## src/wrca_pkg.sv

```systemverilog
// ----------------------------------------------------------------------------
// wrca_pkg
// Shared types, constants and the divider step for the region centroid
// accumulator.
// ----------------------------------------------------------------------------
`default_nettype none

package wrca_pkg;

  localparam int NumRegions = 4096;
  localparam int IdxW       = 12;
  localparam int MaxDim     = 1024;
  localparam int DivSteps   = 46;
  localparam int ClearLast  = NumRegions - 1;

  localparam logic [3:0] AddrWidth  = 4'd0;
  localparam logic [3:0] AddrHeight = 4'd4;
  localparam logic [3:0] AddrPoints = 4'd8;

  typedef struct packed {
    logic        req_type;
    logic [23:0] region_label;
    logic [7:0]  gray_level;
    logic [7:0]  pixel_red;
    logic [7:0]  pixel_green;
    logic [7:0]  pixel_blue;
    logic [11:0] entry_index;
  } in_item_t;

  typedef struct packed {
    logic [11:0] out_index;
    logic        updated;
    logic [18:0] centroid_x;
    logic [18:0] centroid_y;
    logic [27:0] mass;
    logic [7:0]  avg_red;
    logic [7:0]  avg_green;
    logic [7:0]  avg_blue;
  } out_item_t;

  typedef struct packed {
    logic [10:0] image_width;
    logic [10:0] image_height;
    logic [12:0] num_points;
  } cfg_t;

  typedef enum logic {
    OP_ACC  = 1'b0,
    OP_READ = 1'b1
  } op_t;

  typedef struct packed {
    op_t         op;
    logic [11:0] idx;
    logic [7:0]  w;
    logic [17:0] xp;
    logic [17:0] yp;
    logic [7:0]  r;
    logic [7:0]  g;
    logic [7:0]  b;
  } job_t;

  typedef struct packed {
    logic [27:0] ws;
    logic [37:0] xm;
    logic [37:0] ym;
    logic [20:0] pc;
    logic [27:0] rs;
    logic [27:0] gs;
    logic [27:0] bs;
  } entry_t;

  localparam int EntryW = $bits(entry_t);

  // restoring division step: returns {quotient bit, new remainder}
  function automatic logic [28:0] div_step(logic [27:0] rem, logic in_bit,
                                           logic [27:0] dvs);
    logic [28:0] sh;
    logic [28:0] diff;
    sh   = {rem, in_bit};
    diff = sh - {1'b0, dvs};
    if (sh >= {1'b0, dvs}) begin
      return {1'b1, diff[27:0]};
    end else begin
      return {1'b0, sh[27:0]};
    end
  endfunction

endpackage

`default_nettype wire

```

## src/wrca_queue.sv

```systemverilog
// ----------------------------------------------------------------------------
// wrca_queue
// Two-entry queue between the front and the back.
// ----------------------------------------------------------------------------
`default_nettype none

module wrca_queue (
  input  wire logic           clk,
  input  wire logic           rst,
  input  wire logic           push,
  input  wire wrca_pkg::job_t push_data,
  output logic                full,
  input  wire logic           pop,
  output logic                not_empty,
  output wrca_pkg::job_t      head
);
  import wrca_pkg::*;

  job_t       slots [2];
  logic       wr_ptr;
  logic       rd_ptr;
  logic [1:0] count;

  assign full      = (count == 2'd2);
  assign not_empty = (count != 2'd0);
  assign head      = slots[rd_ptr];

  always_ff @(posedge clk) begin
    if (push && !full) begin
      slots[wr_ptr] <= push_data;
    end
  end

  always_ff @(posedge clk) begin
    if (rst) begin
      wr_ptr <= 1'b0;
      rd_ptr <= 1'b0;
      count  <= 2'd0;
    end else begin
      if (push && !full) wr_ptr <= ~wr_ptr;
      if (pop && not_empty) rd_ptr <= ~rd_ptr;
      count <= count + {1'b0, push && !full} - {1'b0, pop && not_empty};
    end
  end

endmodule

`default_nettype wire

```

## config.mk

```make
export PLATFORM = sky130hd
export DESIGN_NAME = wrca_queue
export DESIGN_NICKNAME = d
export VERILOG_FILES = /design/src/wrca_pkg.sv /design/src/wrca_queue.sv
export SDC_FILE = /design/constraint.sdc
export NUM_CORES = 1
export LEC_CHECK = 0
export ABC_AREA = 1
export BUFFER_PORTS_ARGS = -buffer_cell sky130_fd_sc_hd__buf_2
export CAP_MARGIN = 40
export CORE_MARGIN = 2
export CORE_UTILIZATION = 43
export CTS_CLUSTER_SIZE = 10
export DETAILED_ROUTE_END_ITERATION = 16
export PLACE_DENSITY = 0.69
export SETUP_SLACK_MARGIN = 0.05
export SYNTH_ARGS = -nofsm -noshare
export SYNTH_HDL_FRONTEND = slang
export SYNTH_SLANG_ARGS = --single-unit
```

## constraint.sdc

```tcl
create_clock -name clk -period 6.1 [get_ports clk]
set_clock_uncertainty 0.2 [all_clocks]
set_input_delay 0.61 -clock clk [delete_from_list [all_inputs] [get_ports clk]]
set_output_delay 0.61 -clock clk [all_outputs]
set_load 0.02 [all_outputs]
```

**Yosys cells after proc, flatten, opt, wreduce, memory -nomap -nowiden**

Memories as Yosys holds them, arrays and structs flattened. A register that Yosys moved wholly into a read port is not among the register bits.
Index checks and enable logic that the tools add are counted.

- Add/sub/neg operators: 2
- Equal/unequal tests: 1
- Mux-type cells: 4
- Bitwise operators: 2
- Reduce and logical (&&, ||, !) cells: 4

Operators with widths:

| operator | number |
|---|---|
| 1-bit 2-to-1 mux | 4 |
| 2-bit by 1-bit adder with 2-bit output | 1 |
| 2-bit == test, second input constant | 1 |
| 1-bit logical AND | 2 |
| 1-bit inverter | 2 |
| 2-bit nonzero test | 1 |
| 2-bit by 1-bit subtractor with 2-bit output | 1 |
| 1-bit zero test | 1 |

- Flip-flop bits (word level): 4
- RAM bits: 162
- Bits of input ports: 85
- Memories: 1

Memories:

| name | words | width | read ports | clocked after Yosys merged registers in | write ports | line | RTL |
|---|---|---|---|---|---|---|---|
| slots | 2 | 81 | 1 | 1 | 1 | wrca_queue.sv:19 | `job_t slots [2];` |

**Depth between registers and ports, before layout**

- Depth in word-level cells: 5
- Depth in mapped cells: 11
- Mapped depth without buffers: 11

**Worst setup path before layout**

OpenSTA, ideal clock, no wires.

- Kind: in2reg
- From: input port push
- To: memory slots[0][0] in the netlist's numbering (enable)
- Data arrival time: 4,056 ps
- Path slack: 1,323 ps
- Cell stages on the path: 2
- Cell sequence: nand2_1 -> nor2_1

- Cells in the longest elaborated chain, start to end: 3

Ends and longest elaborated chain:

| element | line | RTL |
|---|---|---|
| start: declaration | wrca_queue.sv:10 | `input wire logic push,` |
| 1-bit logical AND | wrca_queue.sv:29 | `if (push && !full) begin` |
| 1-bit 2-to-1 mux | wrca_queue.sv:29 |  |
| 1-bit 2-to-1 mux (implied by the code) | wrca_queue.sv:30 | `slots[wr_ptr] <= push_data;` |
| end: declaration | wrca_queue.sv:19 |  |

No other way between the ends.

==> metrics.md <==
| Metric | Value |
|---|---|
| Synth Area in XOR/XNOR | 0 |
| Layout area overhead | 24.8% |
| Worst EP required | 5.29 ns |
| Cts bufs inserted | 17 |
| Clock Power Share | 0.310 |
| Max IR drop VDD | 0.218 mV |
| Worst-Margin Slew | 0.719 ns |
| Final setup viols | 0 |
| Status | finished, final reports clean |
| Min-delay src | rst |
| DRT Pass-1 Iters | 4 |
| Die area | 16100 sq um |
| Finished Cell Area | 8110 sq um |
| YS warnings | 0 |
| Synthesized area | 6500 sq um |
| Vias in the first global route | 3296 |
| CTS tree | done |
| First DRT Iteration DRCs | 187 |
| Fillers | 1143 |
| Total track usage | 0.137 |
| Skew-Pair Late Insertion Delay | 0.42 ns |
| ANT nets after route | 0 |
| Clk pin slew, worst setup/hold paths | 0.07 ns |
| H-Tree Depth | 4 |
| Nets@finish | 559 |
| Final slew viol count | 0 |
| DP Wirelength | 7.25 mm |
| Top fanout value on the critical path | 25 |
| Detailed-route via count | 3152 |
| Setup Fix Bufs, Post-CTS | 0 |
| Mapped Nets | 377 |
| Setup TNS | 0 ns |
| Combinational share of power | 0.264 |
| Die height | 127 microns |
| Cell-internal power | 2.58 mW |
| Setup WS pre-CTS | 3.31 ns |
| First-pass GRT wire length | 16.6 mm |
| Dpl cell area | 7480 sq um |
| CP endpoint kind | output port |
| R2R depth | 6 |
| Leading cell type in the layout, fill and taps excluded | buf_2 |
| Largest family of logic cells by synthesized area | multiplexers |
| WS Path Type | flop to output port |
| Sequential area share after synthesis | 0.764 |
| Clock buffer depth | 2 |
| Share of layout cells above drive strength 1 | 0.590 |
| Largest area contributor in the netlist | edfxtp_1 |
| # rows | 44 |
| Post-synthesis mux area share | 0.187 |
| Starting density of the core | 0.444 |
| Sw power | 1.00 mW |
| Part of the cycle the worst path needs | 0.475 |
| Routed WL | 10.9 mm |
| Critical R2R Launch | count[0] |
| Startpoint Class | flop |
| Most frequent cells in the layout | 167 x buf_2, 162 x edfxtp_1, 80 x mux2_4, 17 x clkbuf_16 |
| Synth Register Bits | 167 |
| Grt ovf | 0 |
| Number of I/O pins | 168 |
| Die X | 127 microns |
| Synthesized area per cell | 22.4 sq um |
| Initial antenna violation count | 0 |
| Pwr dens | 441 nW/um^2 |
| Distinct cell type count after synthesis | 12 |
| Clock period minus worst slack | 2.90 ns |
| RePlAce Congestion | 0.717 |
| # port buffers | 167 |
| Core ar. | 14600 sq um |
| Post-synthesis adder-cell area fraction | 0.00385 |
| Post-synthesis compound-gate area fraction | 0.00154 |
| Max-Cap Viols | 0 |
| Seq pwr share | 0.425 |
| Switching share of power | 0.280 |
| Fmax | 345 MHz |
| Post-synthesis instance total | 290 |
| Largest net degree at the start of global routing | 54 |
| DRC | 0 |
| Routed len/inst | 16.3 microns |
| Post-CTS Resized | 0 |
| Crit path setup slack, layout | 3.20 ns |
| Clk sinks | 167 |
| Crit path DAT | 2.09 ns |
| Hold path cells | 2 |
| HP Class | input pin to flop |
| Final Power | 3.58 mW |
| Post-CTS Hold Buffers | 0 |
| Antenna cell count | 0 |
| Leading post-synthesis cells by cell area | edfxtp_1 75%, mux2_4 18%, buf_12 2.5% |
| Hold Vio Cnt, Final | 0 |
| Static Leak | 3.25 nW |
| Unrepaired setup endpoints after global routing | no |
| Max_slew headroom | 0.520 |
| Vias per std cell | 4.71 |
| Synth Area in Simple Gates | 0.0121 |
| Share of the synthesized area in the top cell type | 0.749 |
| Root Buffer | clkbuf_16 |
[power by group through the flow]
stage | combinational [mW] | clock, mW | sequential [mW]
final | 0.945 | 1.11 | 1.52
after global routing | 1.01 | 1.19 | 1.54
after CTS | 0.962 | 1.14 | 1.52
after detailed placement | 0.957 | 0 | 1.55
after global placement | 0.893 | 0 | 1.58
after floorplan | 0.758 | 0 | 1.52
[worst max-delay path, stage by stage (launching register included)]
cell	delay, ns
dfxtp_4	0.65
buf_4	0.50
mux2_4	0.34
buf_2	0.16
[state kept, by name (all words and copies together), names as in the netlist, named ones only]
name / flops
count: 2
slots: 162
wr_ptr: 1
rd_ptr: 1
[worst paths after layout]
path / end / slack (ns)
max: head[78] / 3.20
min: count[0] / 0.15
min reg2reg: rd_ptr / 0.35
max reg2reg: slots[0][38] / 3.52
[cell type report]
type	count	area, sq um	area share
sequential	167	4970	0.613
multi-input combinational	105	1330	0.165
timing repair buffer	172	913	0.113
clock buffer	20	447	0.0551
tap	184	230	0.0284
clock inverter	12	178	0.0219
inverter	9	35.0	0.00432
[layer usage]
metal | global-route usage | share of wire
met2 | 0.219 | 0.49
met4 | 0.0543 | 0.014
met3 | 0.0565 | 0.072
met5 | 0 | 0
met1 | 0.166 | 0.42
[synthesized netlist by cell type (all sizes together)]
cell type and number:
nor2 9, nand2 8, edfxtp 162, a21oi 2, nand3 3, ha 2
dfxtp 5, inv 9, mux2 81, buf 9
[cells by family after synthesis]
family | Yosys count
AOI/OAI and AO/OA | 2
adders and majority gates | 2
buffers and inverters | 18
DFF | 167
muxes | 81
and+or+nand+nor | 20
[stage by stage]
step | hold slack (ns) | utilization | instances
2_1_floorplan | 0.267 | - | 290
3_3_place_gp | 0.286 | 0.507 | 635
3_5_place_dp | 0.333 | 0.511 | 637
4_1_cts | 0.134 | 0.553 | 669
5_1_grt | 0.135 | 0.553 | 669
6_report | 0.154 | 0.553 | 669
Note: power is estimated with default switching activity, not from simulation.
