==> src/wrca_pkg.sv <==
// ----------------------------------------------------------------------------
// wrca_pkg
// Shared types, constants and the divider step for the region centroid
// accumulator.
// ----------------------------------------------------------------------------
`default_nettype none

package wrca_pkg;

  localparam int NumRegions = 4096;
  localparam int IdxW       = 12;
  localparam int MaxDim     = 1024;
  localparam int DivSteps   = 46;
  localparam int ClearLast  = NumRegions - 1;

  localparam logic [3:0] AddrWidth  = 4'd0;
  localparam logic [3:0] AddrHeight = 4'd4;
  localparam logic [3:0] AddrPoints = 4'd8;

  typedef struct packed {
    logic        req_type;
    logic [23:0] region_label;
    logic [7:0]  gray_level;
    logic [7:0]  pixel_red;
    logic [7:0]  pixel_green;
    logic [7:0]  pixel_blue;
    logic [11:0] entry_index;
  } in_item_t;

  typedef struct packed {
    logic [11:0] out_index;
    logic        updated;
    logic [18:0] centroid_x;
    logic [18:0] centroid_y;
    logic [27:0] mass;
    logic [7:0]  avg_red;
    logic [7:0]  avg_green;
    logic [7:0]  avg_blue;
  } out_item_t;

  typedef struct packed {
    logic [10:0] image_width;
    logic [10:0] image_height;
    logic [12:0] num_points;
  } cfg_t;

  typedef enum logic {
    OP_ACC  = 1'b0,
    OP_READ = 1'b1
  } op_t;

  typedef struct packed {
    op_t         op;
    logic [11:0] idx;
    logic [7:0]  w;
    logic [17:0] xp;
    logic [17:0] yp;
    logic [7:0]  r;
    logic [7:0]  g;
    logic [7:0]  b;
  } job_t;

  typedef struct packed {
    logic [27:0] ws;
    logic [37:0] xm;
    logic [37:0] ym;
    logic [20:0] pc;
    logic [27:0] rs;
    logic [27:0] gs;
    logic [27:0] bs;
  } entry_t;

  localparam int EntryW = $bits(entry_t);

  // restoring division step: returns {quotient bit, new remainder}
  function automatic logic [28:0] div_step(logic [27:0] rem, logic in_bit,
                                           logic [27:0] dvs);
    logic [28:0] sh;
    logic [28:0] diff;
    sh   = {rem, in_bit};
    diff = sh - {1'b0, dvs};
    if (sh >= {1'b0, dvs}) begin
      return {1'b1, diff[27:0]};
    end else begin
      return {1'b0, sh[27:0]};
    end
  endfunction

endpackage

`default_nettype wire

==> src/wrca_front.sv <==
// ----------------------------------------------------------------------------
// wrca_front
// Accepts items, tracks the raster position, drops unused labels and forms
// the weighted moments of each pixel.
// ----------------------------------------------------------------------------
`default_nettype none

module wrca_front (
  input  wire logic              clk,
  input  wire logic              rst,
  input  wire wrca_pkg::cfg_t    cfg,
  input  wire logic              in_valid,
  output logic                   in_stall,
  input  wire wrca_pkg::in_item_t in_data,
  output logic                   push,
  output wrca_pkg::job_t         job,
  input  wire logic              q_full
);
  import wrca_pkg::*;

  logic [9:0]  col;
  logic [9:0]  row;
  logic [10:0] w_eff;
  logic [10:0] h_eff;
  logic [10:0] cx;
  logic [10:0] cy;
  logic [7:0]  wt;
  logic [17:0] px;
  logic [17:0] py;
  logic        accept;
  logic        in_use;

  assign in_stall = q_full;
  assign accept   = in_valid && !in_stall;

  always_comb begin
    if (cfg.image_width == 11'd0) w_eff = 11'd1;
    else if (cfg.image_width > 11'(MaxDim)) w_eff = 11'(MaxDim);
    else w_eff = cfg.image_width;
    if (cfg.image_height == 11'd0) h_eff = 11'd1;
    else if (cfg.image_height > 11'(MaxDim)) h_eff = 11'(MaxDim);
    else h_eff = cfg.image_height;
  end

  assign cx     = {1'b0, col} + 11'd1;
  assign cy     = {1'b0, row} + 11'd1;
  assign wt     = 8'd255 - in_data.gray_level;
  assign px     = {10'd0, wt} * {7'd0, cx};
  assign py     = {10'd0, wt} * {7'd0, cy};
  assign in_use = (in_data.region_label < {11'd0, cfg.num_points}) &&
                  (in_data.region_label < 24'(NumRegions));

  always_comb begin
    job.op  = op_t'(in_data.req_type);
    job.idx = (in_data.req_type == OP_READ) ? in_data.entry_index
                                            : in_data.region_label[IdxW-1:0];
    job.w   = wt;
    job.xp  = px;
    job.yp  = py;
    job.r   = in_data.pixel_red;
    job.g   = in_data.pixel_green;
    job.b   = in_data.pixel_blue;
    push    = accept && ((in_data.req_type == OP_READ) || in_use);
  end

  always_ff @(posedge clk) begin
    if (rst) begin
      col <= '0;
      row <= '0;
    end else if (accept && (in_data.req_type == OP_ACC)) begin
      if (cx >= w_eff) begin
        col <= '0;
        if (cy >= h_eff) row <= '0;
        else row <= row + 10'd1;
      end else begin
        col <= col + 10'd1;
      end
    end
  end

endmodule

`default_nettype wire

==> config.mk <==
export PLATFORM = sky130hd
export DESIGN_NAME = wrca_front
export DESIGN_NICKNAME = d
export VERILOG_FILES = /design/src/wrca_pkg.sv /design/src/wrca_front.sv
export SDC_FILE = /design/constraint.sdc
export NUM_CORES = 1
export LEC_CHECK = 0
export BUFFER_PORTS_ARGS = -buffer_cell sky130_fd_sc_hd__buf_2
export CORE_MARGIN = 2
export CORE_UTILIZATION = 51
export CTS_BUF_LIST = sky130_fd_sc_hd__clkbuf_8
export CTS_CLUSTER_SIZE = 10
export DETAILED_ROUTE_END_ITERATION = 7
export PLACE_DENSITY_LB_ADDON = 0.2
export SETUP_SLACK_MARGIN = 0.15
export SLEW_MARGIN = 20
export SYNTH_ARGS = -nofsm -noshare
export SYNTH_HDL_FRONTEND = slang
export SYNTH_SLANG_ARGS = --single-unit
==> constraint.sdc <==
create_clock -name clk -period 4.9 [get_ports clk]
set_input_delay 0.245 -clock clk [delete_from_list [all_inputs] [get_ports clk]]
set_output_delay 0.245 -clock clk [all_outputs]
set_load 0.005 [all_outputs]
---- Word-level counts from Yosys, hierarchy flattened ----
Index checks and enable logic that the tools add are counted.
operators by class
  $lt $le $gt $ge ......................... 6
  $mul .................................... 2
  mux-type cells .......................... 7
  bitwise logic cells ..................... 1
  add/subtract/negate cells ............... 5
  reduce and logical (&&, ||, !) cells .... 9
operators with widths
  kind                                                   count
  2-to-1 mux 11 bit                                      4
  multiplier 8 x 11 -> 18 bit                            2
  < comparator 24 x 13 -> 1 bit                          1
  < comparator 24 x 13 -> 1 bit, second input constant   1
  adder 10 x 1 -> 11 bit, second input constant          2
  >= comparator 11 bit                                   2
  greater-than comparator 11 bit, second input constant  2
  zero test 11 bit                                       2
  adder 10 x 1 -> 10 bit, second input constant          2
  2-to-1 mux 10 bit                                      2
  2-to-1 mux 12 bit                                      1
  subtractor 8 bit, first input constant                 1
  logical AND 1 bit                                      4
  AND reduction 2 bit                                    1
  zero test 1 bit                                        1
  logical OR 1 bit                                       1
  NOT 1 bit                                              1
word-level totals
  register bits ........................... 20
  logic and storage cells ................. 32
  output and inout bits ................... 83
  input bits .............................. 108

---- Logic depth before layout (Yosys ltp) ----
Gate-level depths: netlist (run 1).
  depth after elaboration ................. 5
  gate-level depth with buffers ........... 20
  mapped depth without buffers ............ 20

---- Worst setup path before layout (run 1) ----
Ideal clock, no wire load.
  kind .................................... reg2out
  from .................................... reg row[0]
  to ...................................... out job[38] (netlist bit)
  path slack .............................. -0.277 ns
  arrival time ............................ 4.932 ns
  required time ........................... 4.655 ns
  cell stages (with the launch flop) ...... 20
  path through ............................ dfxtp_1 ha_1 nand2_1 nor2_1 nand3_1 xor2_1 nor2_1 fa_1 fa_1 fa_1 inv_1 fa_1 inv_1 ha_1 a21oi_1 a21boi_0 a211o_1 a21o_1 a21oi_1 xnor2_1
RTL lines
  what                      line              RTL
  start: declaration        wrca_front.sv:22  logic [9:0] row;
  start signal: assignment  wrca_front.sv:74  else row <= row + 10'd1;
  end: declaration          wrca_front.sv:16  output wrca_pkg::job_t job,

==> results of run 1 <==
kinds of logic (layout without fill, tap and decap cells):
kind of cell    after synthesis  in the layout  share of synthesized area (%)
mux                          13             13                          1.919
compound gates              114            114                          9.510
simple gates                312            312                          17.95
xor+xnor                     49             49                          5.872
buf+inv                     239            497                          13.22
fa+ha+maj                   216            216                          46.25
flops                        20             20                          5.293
sequential cells by signal, summed over array words and instances, names as in the netlist:
name and cells:
row 10, col 10
final cells by class:
type | count | share of cell area, %
Clock inverter | 1 | 0.2879
Tap cell | 184 | 2.208
Inverter | 189 | 6.803
Multi-Input combinational cell | 704 | 66.59
Sequential cell | 20 | 4.103
Clock buffer | 3 | 0.3959
Timing Repair Buffer | 304 | 19.62
routing by layer:
layer	part of all wire [%]	global-route usage (%)
met1	44	34.17
met2	49	45.72
met3	5.4	2.379
met4	1.9	4.783
met5	0	0
Yosys cell counts, drive strengths merged, types with 2 or more instances:
| cell | instances |
|---|---|
| nor3 | 3 |
| mux2 | 12 |
| ha | 110 |
| fa | 106 |
| o21a | 2 |
| o21bai | 2 |
| dfxtp | 20 |
| o2111ai | 3 |
| a21o | 10 |
| nor2 | 152 |
| o41ai | 2 |
| nor4 | 7 |
| inv | 185 |
| clkbuf | 21 |
| and3 | 5 |
| or3 | 7 |
| o22ai | 3 |
| o211ai | 7 |
| a211o | 2 |
| nand2 | 84 |
| xor2 | 16 |
| nand2b | 10 |
| or2 | 4 |
| o21ai | 28 |
| and4 | 2 |
| a21boi | 3 |
| a21oi | 32 |
| a211oi | 5 |
| buf | 29 |
| nand3 | 21 |
| xnor2 | 33 |
| clkinv | 4 |
| a31oi | 6 |
| nor3b | 3 |
| a22oi | 2 |
| a32o | 3 |
| nor2b | 10 |
per-stage QoR:
step	area, um^2	setup slack (ps)
global placement	9518	-158.1
CTS	10130	-403.8
detailed placement	9518	-327.7
finish	10430	-456.4
floorplan	7966	106.4
global route	10430	-664.7
critical path, cell delays in order, from the launching register on:
cell and delay (ps):
dfxtp_2 340, ha_4 180, and3_4 170, buf_6 130, xnor2_4 180, buf_6 120, nor2_4 30, fa_1 540
fa_1 430, fa_1 530, inv_2 40, fa_1 480, inv_2 50, ha_4 260, buf_4 100, a21oi_2 60
o211ai_1 290, nor3_2 80, buf_4 150, o41ai_2 310, a21oi_1 110, xnor2_1 130, buf_2 120
power by group through the flow:
stage | Sequential, mW | Combinational [mW] | Clock [mW]
2_1_floorplan | 0.167 | 0.156 | 0
3_3_place_gp | 0.167 | 0.254 | 0
3_5_place_dp | 0.167 | 0.259 | 0
4_1_cts | 0.161 | 0.264 | 0.166
5_1_grt | 0.161 | 0.304 | 0.175
6_report | 0.161 | 0.272 | 0.168
how the worst max path moves through the flow:
| stage | slack, ps | from | to | cells past startpoint |
|---|---|---|---|---|
| global placement | -160 | col[1]$_SDFFE_PP0P_ | job[59] | 20 |
| detailed placement | -330 | col[1]$_SDFFE_PP0P_ | job[59] | 20 |
| floorplan | 110 | col[2]$_SDFFE_PP0P_ | job[59] | 19 |
| finish | -460 | col[0]$_SDFFE_PP0P_ | job[59] | 22 |
| CTS | -400 | col[0]$_SDFFE_PP0P_ | job[59] | 21 |
| global route | -660 | col[1]$_SDFFE_PP0P_ | job[59] | 21 |
timing repair:
action	4_1_cts	5_1_grt
gates cloned	0	0
buffers inserted	27	13
setup endpoints to repair	18	21
endpoints found under the hold margin	0	0
pin swaps	102	40
resized for setup	87	41
==> out/results.tsv, run 1 <==
metric	value	unit
synth_area	7565	um^2
min_path_type	in -> reg	
drv_slew	0	
seq_area	427.9	um^2
fin_util	71.75	%
hold_end	col[9]$_SDFFE_PP0P_	
setup.worst_path.start_class	register	
die_h	125.8	um
hpwl	16570	um
synthDominantCellAreaShare	28.05	%
grt_util_all_layers	25.57	%
port_buffers	142	
vias	7331	
period_share	109.3	%
grt_pass1_vias	7341	
drt_iter0_markers	412	
finClkSkew	9.006	ps
num_rows	44	
clockBufferDepth	2	
cts-root-buf	clkbuf_8	
cp.required	4660	ps
run_status	finished with violations	
dp_cells	1361	
wirelength	20380	um
ys_ff_latch	20	
combPwrFrac	45.3	%
pin_count	191	
worstSetupPathType	reg -> out	
final_cell_mix	inv_1 (169), buf_2 (142), nor2_1 (136), buf_4 (135), fa_1 (103)	
p_int	0.3950	mW
syn_to_final_growth	37.86	%
async_flop_share	0	%
tns	-3715	ps
avgSynthCellArea	7.855	um^2
yosysWarnings	0	
crit_arrival	5110	ps
place_congestion	0.8749	
dieArea	15820	um^2
relSlewSlack	35.28	%
overflow	0	
synth.distinct_cells	51	
final_common_cell	inv_1	
period_minus_slack	5356	ps
setup.worst_path.end_class	output port	
worst_slack	-456.4	ps
synth_area_leader_cell	fa_1	
worstHoldStart	rst	
clk_transition_reported_paths	70	ps
worstReg2RegEnd	row[5]$_SDFFE_PP0P_	
avgViaCountPerCell	5.218	
cts.sinks	20	
holdPathStages	2	
power_frac_seq	26.8	%
critPathMaxFanout	5	
start_util	52.05	%
syn_nets	1287	
hold_slack	322.7	ps
power	0.6011	mW
drive_gt1_share	37.10	%
p_sw	0.2061	mW
ir_worst_vdd	109.9	uV
grt_max_degree	18	
p_clk_share	27.9	%
coreArea	14530	um^2
synthCells	963	
fmax	0.1867	GHz
r2r_slack	1440	ps
rr_startpoint	col[0]$_SDFFE_PP0P_	
synth_edf_count	0	
nFillCells	1130	
p_per_area	57.64	nW/um^2
grt_setup_unrepaired	yes	
die_x	125.8	um
clk_latency	270	ps
wl_per_cell	14.51	um
grt_pass1_wl	33700	um
antenna_found_initial	0	
final_cells	1405	
ant_nets	0	
nets	1546	
synth_area_leaders	fa_1 (28%), ha_1 (18%), inv_1 (9.2%)	
finalSetupViolCount	15	
swShare	34.29	%
drc	0	
drv_cap	0	
dr.pass1.iters	5	
hold_viol	0	
synth-main-ff-cell	dfxtp_1	
p_leak	5.676	nW
worstMarginPinSlew	966.2	ps
cts_tree	built	
yosysSeqAreaShare	5.293	%
htree_levels	1	
numCtsBuffers	3	
diodes	0	
violations	setup timing	
r2r_cells	15	
multi_input_area	6944	um^2
cts_hold_buf	0	
Note: power is estimated with default switching activity, not from simulation.
==> inputs of run 2 (changes only) <==
Settings changed: ABC_AREA set to 1, CORE_UTILIZATION 51 to 52.
==> out/results.tsv, run 2 <==
metric	value	unit
run_status	finished with violations	
violations	setup timing	
tns	-754.8	ps
synth_area_leader_cell	fa_1	
pin_count	191	
yosysSeqAreaShare	4.883	%
avgViaCountPerCell	5.161	
place_congestion	0.9010	
min_path_type	in -> reg	
cts_tree	built	
cts.sinks	20	
wl_per_cell	14.71	um
diodes	0	
nFillCells	1194	
p_per_area	58.04	nW/um^2
worst_slack	-129.9	ps
synth_edf_count	0	
vias	8258	
seq_area	429.2	um^2
cts-root-buf	clkbuf_8	
die_h	129.6	um
hold_viol	0	
relSlewSlack	42.28	%
htree_levels	1	
finClkSkew	3.765	ps
numCtsBuffers	3	
clk_latency	250	ps
finalSetupViolCount	10	
power_frac_seq	25.8	%
syn_to_final_growth	33.21	%
grt_setup_unrepaired	yes	
start_util	53.54	%
grt_util_all_layers	26.99	%
p_int	0.3727	mW
synth_area_leaders	fa_1 (26%), ha_1 (17%), nand2_1 (11%)	
antenna_found_initial	0	
swShare	41.20	%
ir_worst_vdd	73.65	uV
ant_nets	0	
grt_max_degree	20	
setup.worst_path.start_class	register	
final_common_cell	nand2_1	
nets	1715	
synth_area	8199	um^2
drt_iter0_markers	502	
dieArea	16790	um^2
clockBufferDepth	2	
worstSetupPathType	reg -> out	
crit_arrival	4780	ps
ys_ff_latch	20	
fin_area	10920	um^2
num_rows	45	
worstMarginPinSlew	862.6	ps
synthCells	1196	
coreArea	15310	um^2
die_x	129.6	um
drc	0	
period_share	102.7	%
fmax	0.1988	GHz
yosysMostFrequentCell	nand2_1	
dr.pass1.iters	5	
wirelength	23540	um
port_buffers	142	
p_leak	5.981	nW
setup.worst_path.end_class	output port	
clk_transition_reported_paths	70	ps
grt_pass1_wl	37040	um
drv_cap	0	
synth_common_cells	nand2_1 (246), inv_1 (233), nor2_1 (215), ha_1 (110), fa_1 (106)	
synth.distinct_cells	40	
dpl-instance-area	9335	um^2
largestRegisters	col: 10 flops, row: 10 flops	
cp.required	4660	ps
synthDominantCellAreaShare	25.88	%
drv_slew	0	
drive_gt1_share	34.49	%
r2r_slack	1750	ps
avgSynthCellArea	6.855	um^2
final_cell_mix	nand2_1 (214), inv_1 (204), nor2_1 (174), buf_2 (142), fa_1 (100)	
multi_input_area	7696	um^2
synth-main-ff-cell	dfxtp_1	
grt_pass1_vias	7888	
overflow	0	
p_sw	0.2612	mW
p_clk_share	16.7	%
critPathMaxFanout	4	
power	0.6339	mW
yosysWarnings	0	
hpwl	17260	um
syn_nets	1520	
combPwrFrac	57.5	%
period_minus_slack	5030	ps
async_flop_share	0	%
run 2: metrics by stage:
stage / hold slack (ps) / setup WS [ps] / std cells / utilization (%)
after floorplan: 458.6 / 249.6 / 1196 / -
after global placement: 480.5 / 1.545 / 1559 / 60.96
after detailed placement: 488.6 / -82.33 / 1559 / 60.96
after CTS: 274.3 / -78.52 / 1583 / 67.26
after global routing: 291.1 / -313.8 / 1600 / 71.32
final: 282.7 / -129.9 / 1600 / 71.32
run 2: path summary, 6_finish.rpt:
check                           start                  end  depth (start not counted)
setup / recovery  row[0]$_SDFFE_PP0P_              job[40]                         24
hold / removal                    rst  col[7]$_SDFFE_PP0P_                          2
setup reg to reg  col[1]$_SDFFE_PP0P_  row[3]$_SDFFE_PP0P_                         20
hold reg to reg   col[5]$_SDFFE_PP0P_  col[5]$_SDFFE_PP0P_                          2
run 2: metal layers:
metal	vias to the layer above	share of wire [%]	routed length [um]	GRT usage, %
li1	3982	-	-	-
met1	3897	43	10240	38.78
met2	347	49	11540	46.29
met3	32	6.2	1464	1.775
met4	0	1.3	297	3.226
met5	-	0	0	0
run 2: power by group through the flow:
stage	logic [mW]	registers [mW]	clock network (mW)
after global routing	0.405	0.164	0.110
after CTS	0.341	0.164	0.106
final	0.365	0.163	0.106
after global placement	0.304	0.169	0
after detailed placement	0.307	0.169	0
after floorplan	0.200	0.169	0
run 2: critical path, stage by stage, from the launching register on:
cell	delay, ps
dfxtp_2	360
buf_6	110
nand3_4	70
nor2_4	170
nand2_1	100
nand2_1	100
nand2_2	80
buf_6	130
nand2_2	60
fa_1	430
fa_1	530
inv_2	50
fa_1	580
inv_2	50
fa_1	570
inv_2	60
ha_4	310
nand2_4	80
nor2_4	100
nand3_2	100
nand3_4	110
nand2_1	60
nand2_1	70
xor2_1	140
buf_2	120
run 2: kinds of logic after synthesis:
family | count (synthesis) | synth area share (%)
DFF | 20 | 4.883
buffers and inverters | 295 | 15.03
adders and majority gates | 216 | 42.67
AOI/OAI and AO/OA | 80 | 5.494
and+or+nand+nor | 549 | 27.80
xor gates and xnor gates | 36 | 4.120
run 2: what timing repair did:
item / in CTS / in global routing
endpoints found under the hold margin: 0 / 0
resized for setup: 177 / 125
hold buffers: 0 / 0
setup endpoints to repair: 21 / 21
pin swaps: 111 / 106
buffers inserted: 21 / 17
run 2: cell type report:
class / count / share of cell area [%]
multi-input combinational: 881 / 70.47
tap: 211 / 2.417
timing repair buffer: 243 / 14.38
clock buffer: 3 / 0.3781
inverter: 242 / 8.432
sequential: 20 / 3.929
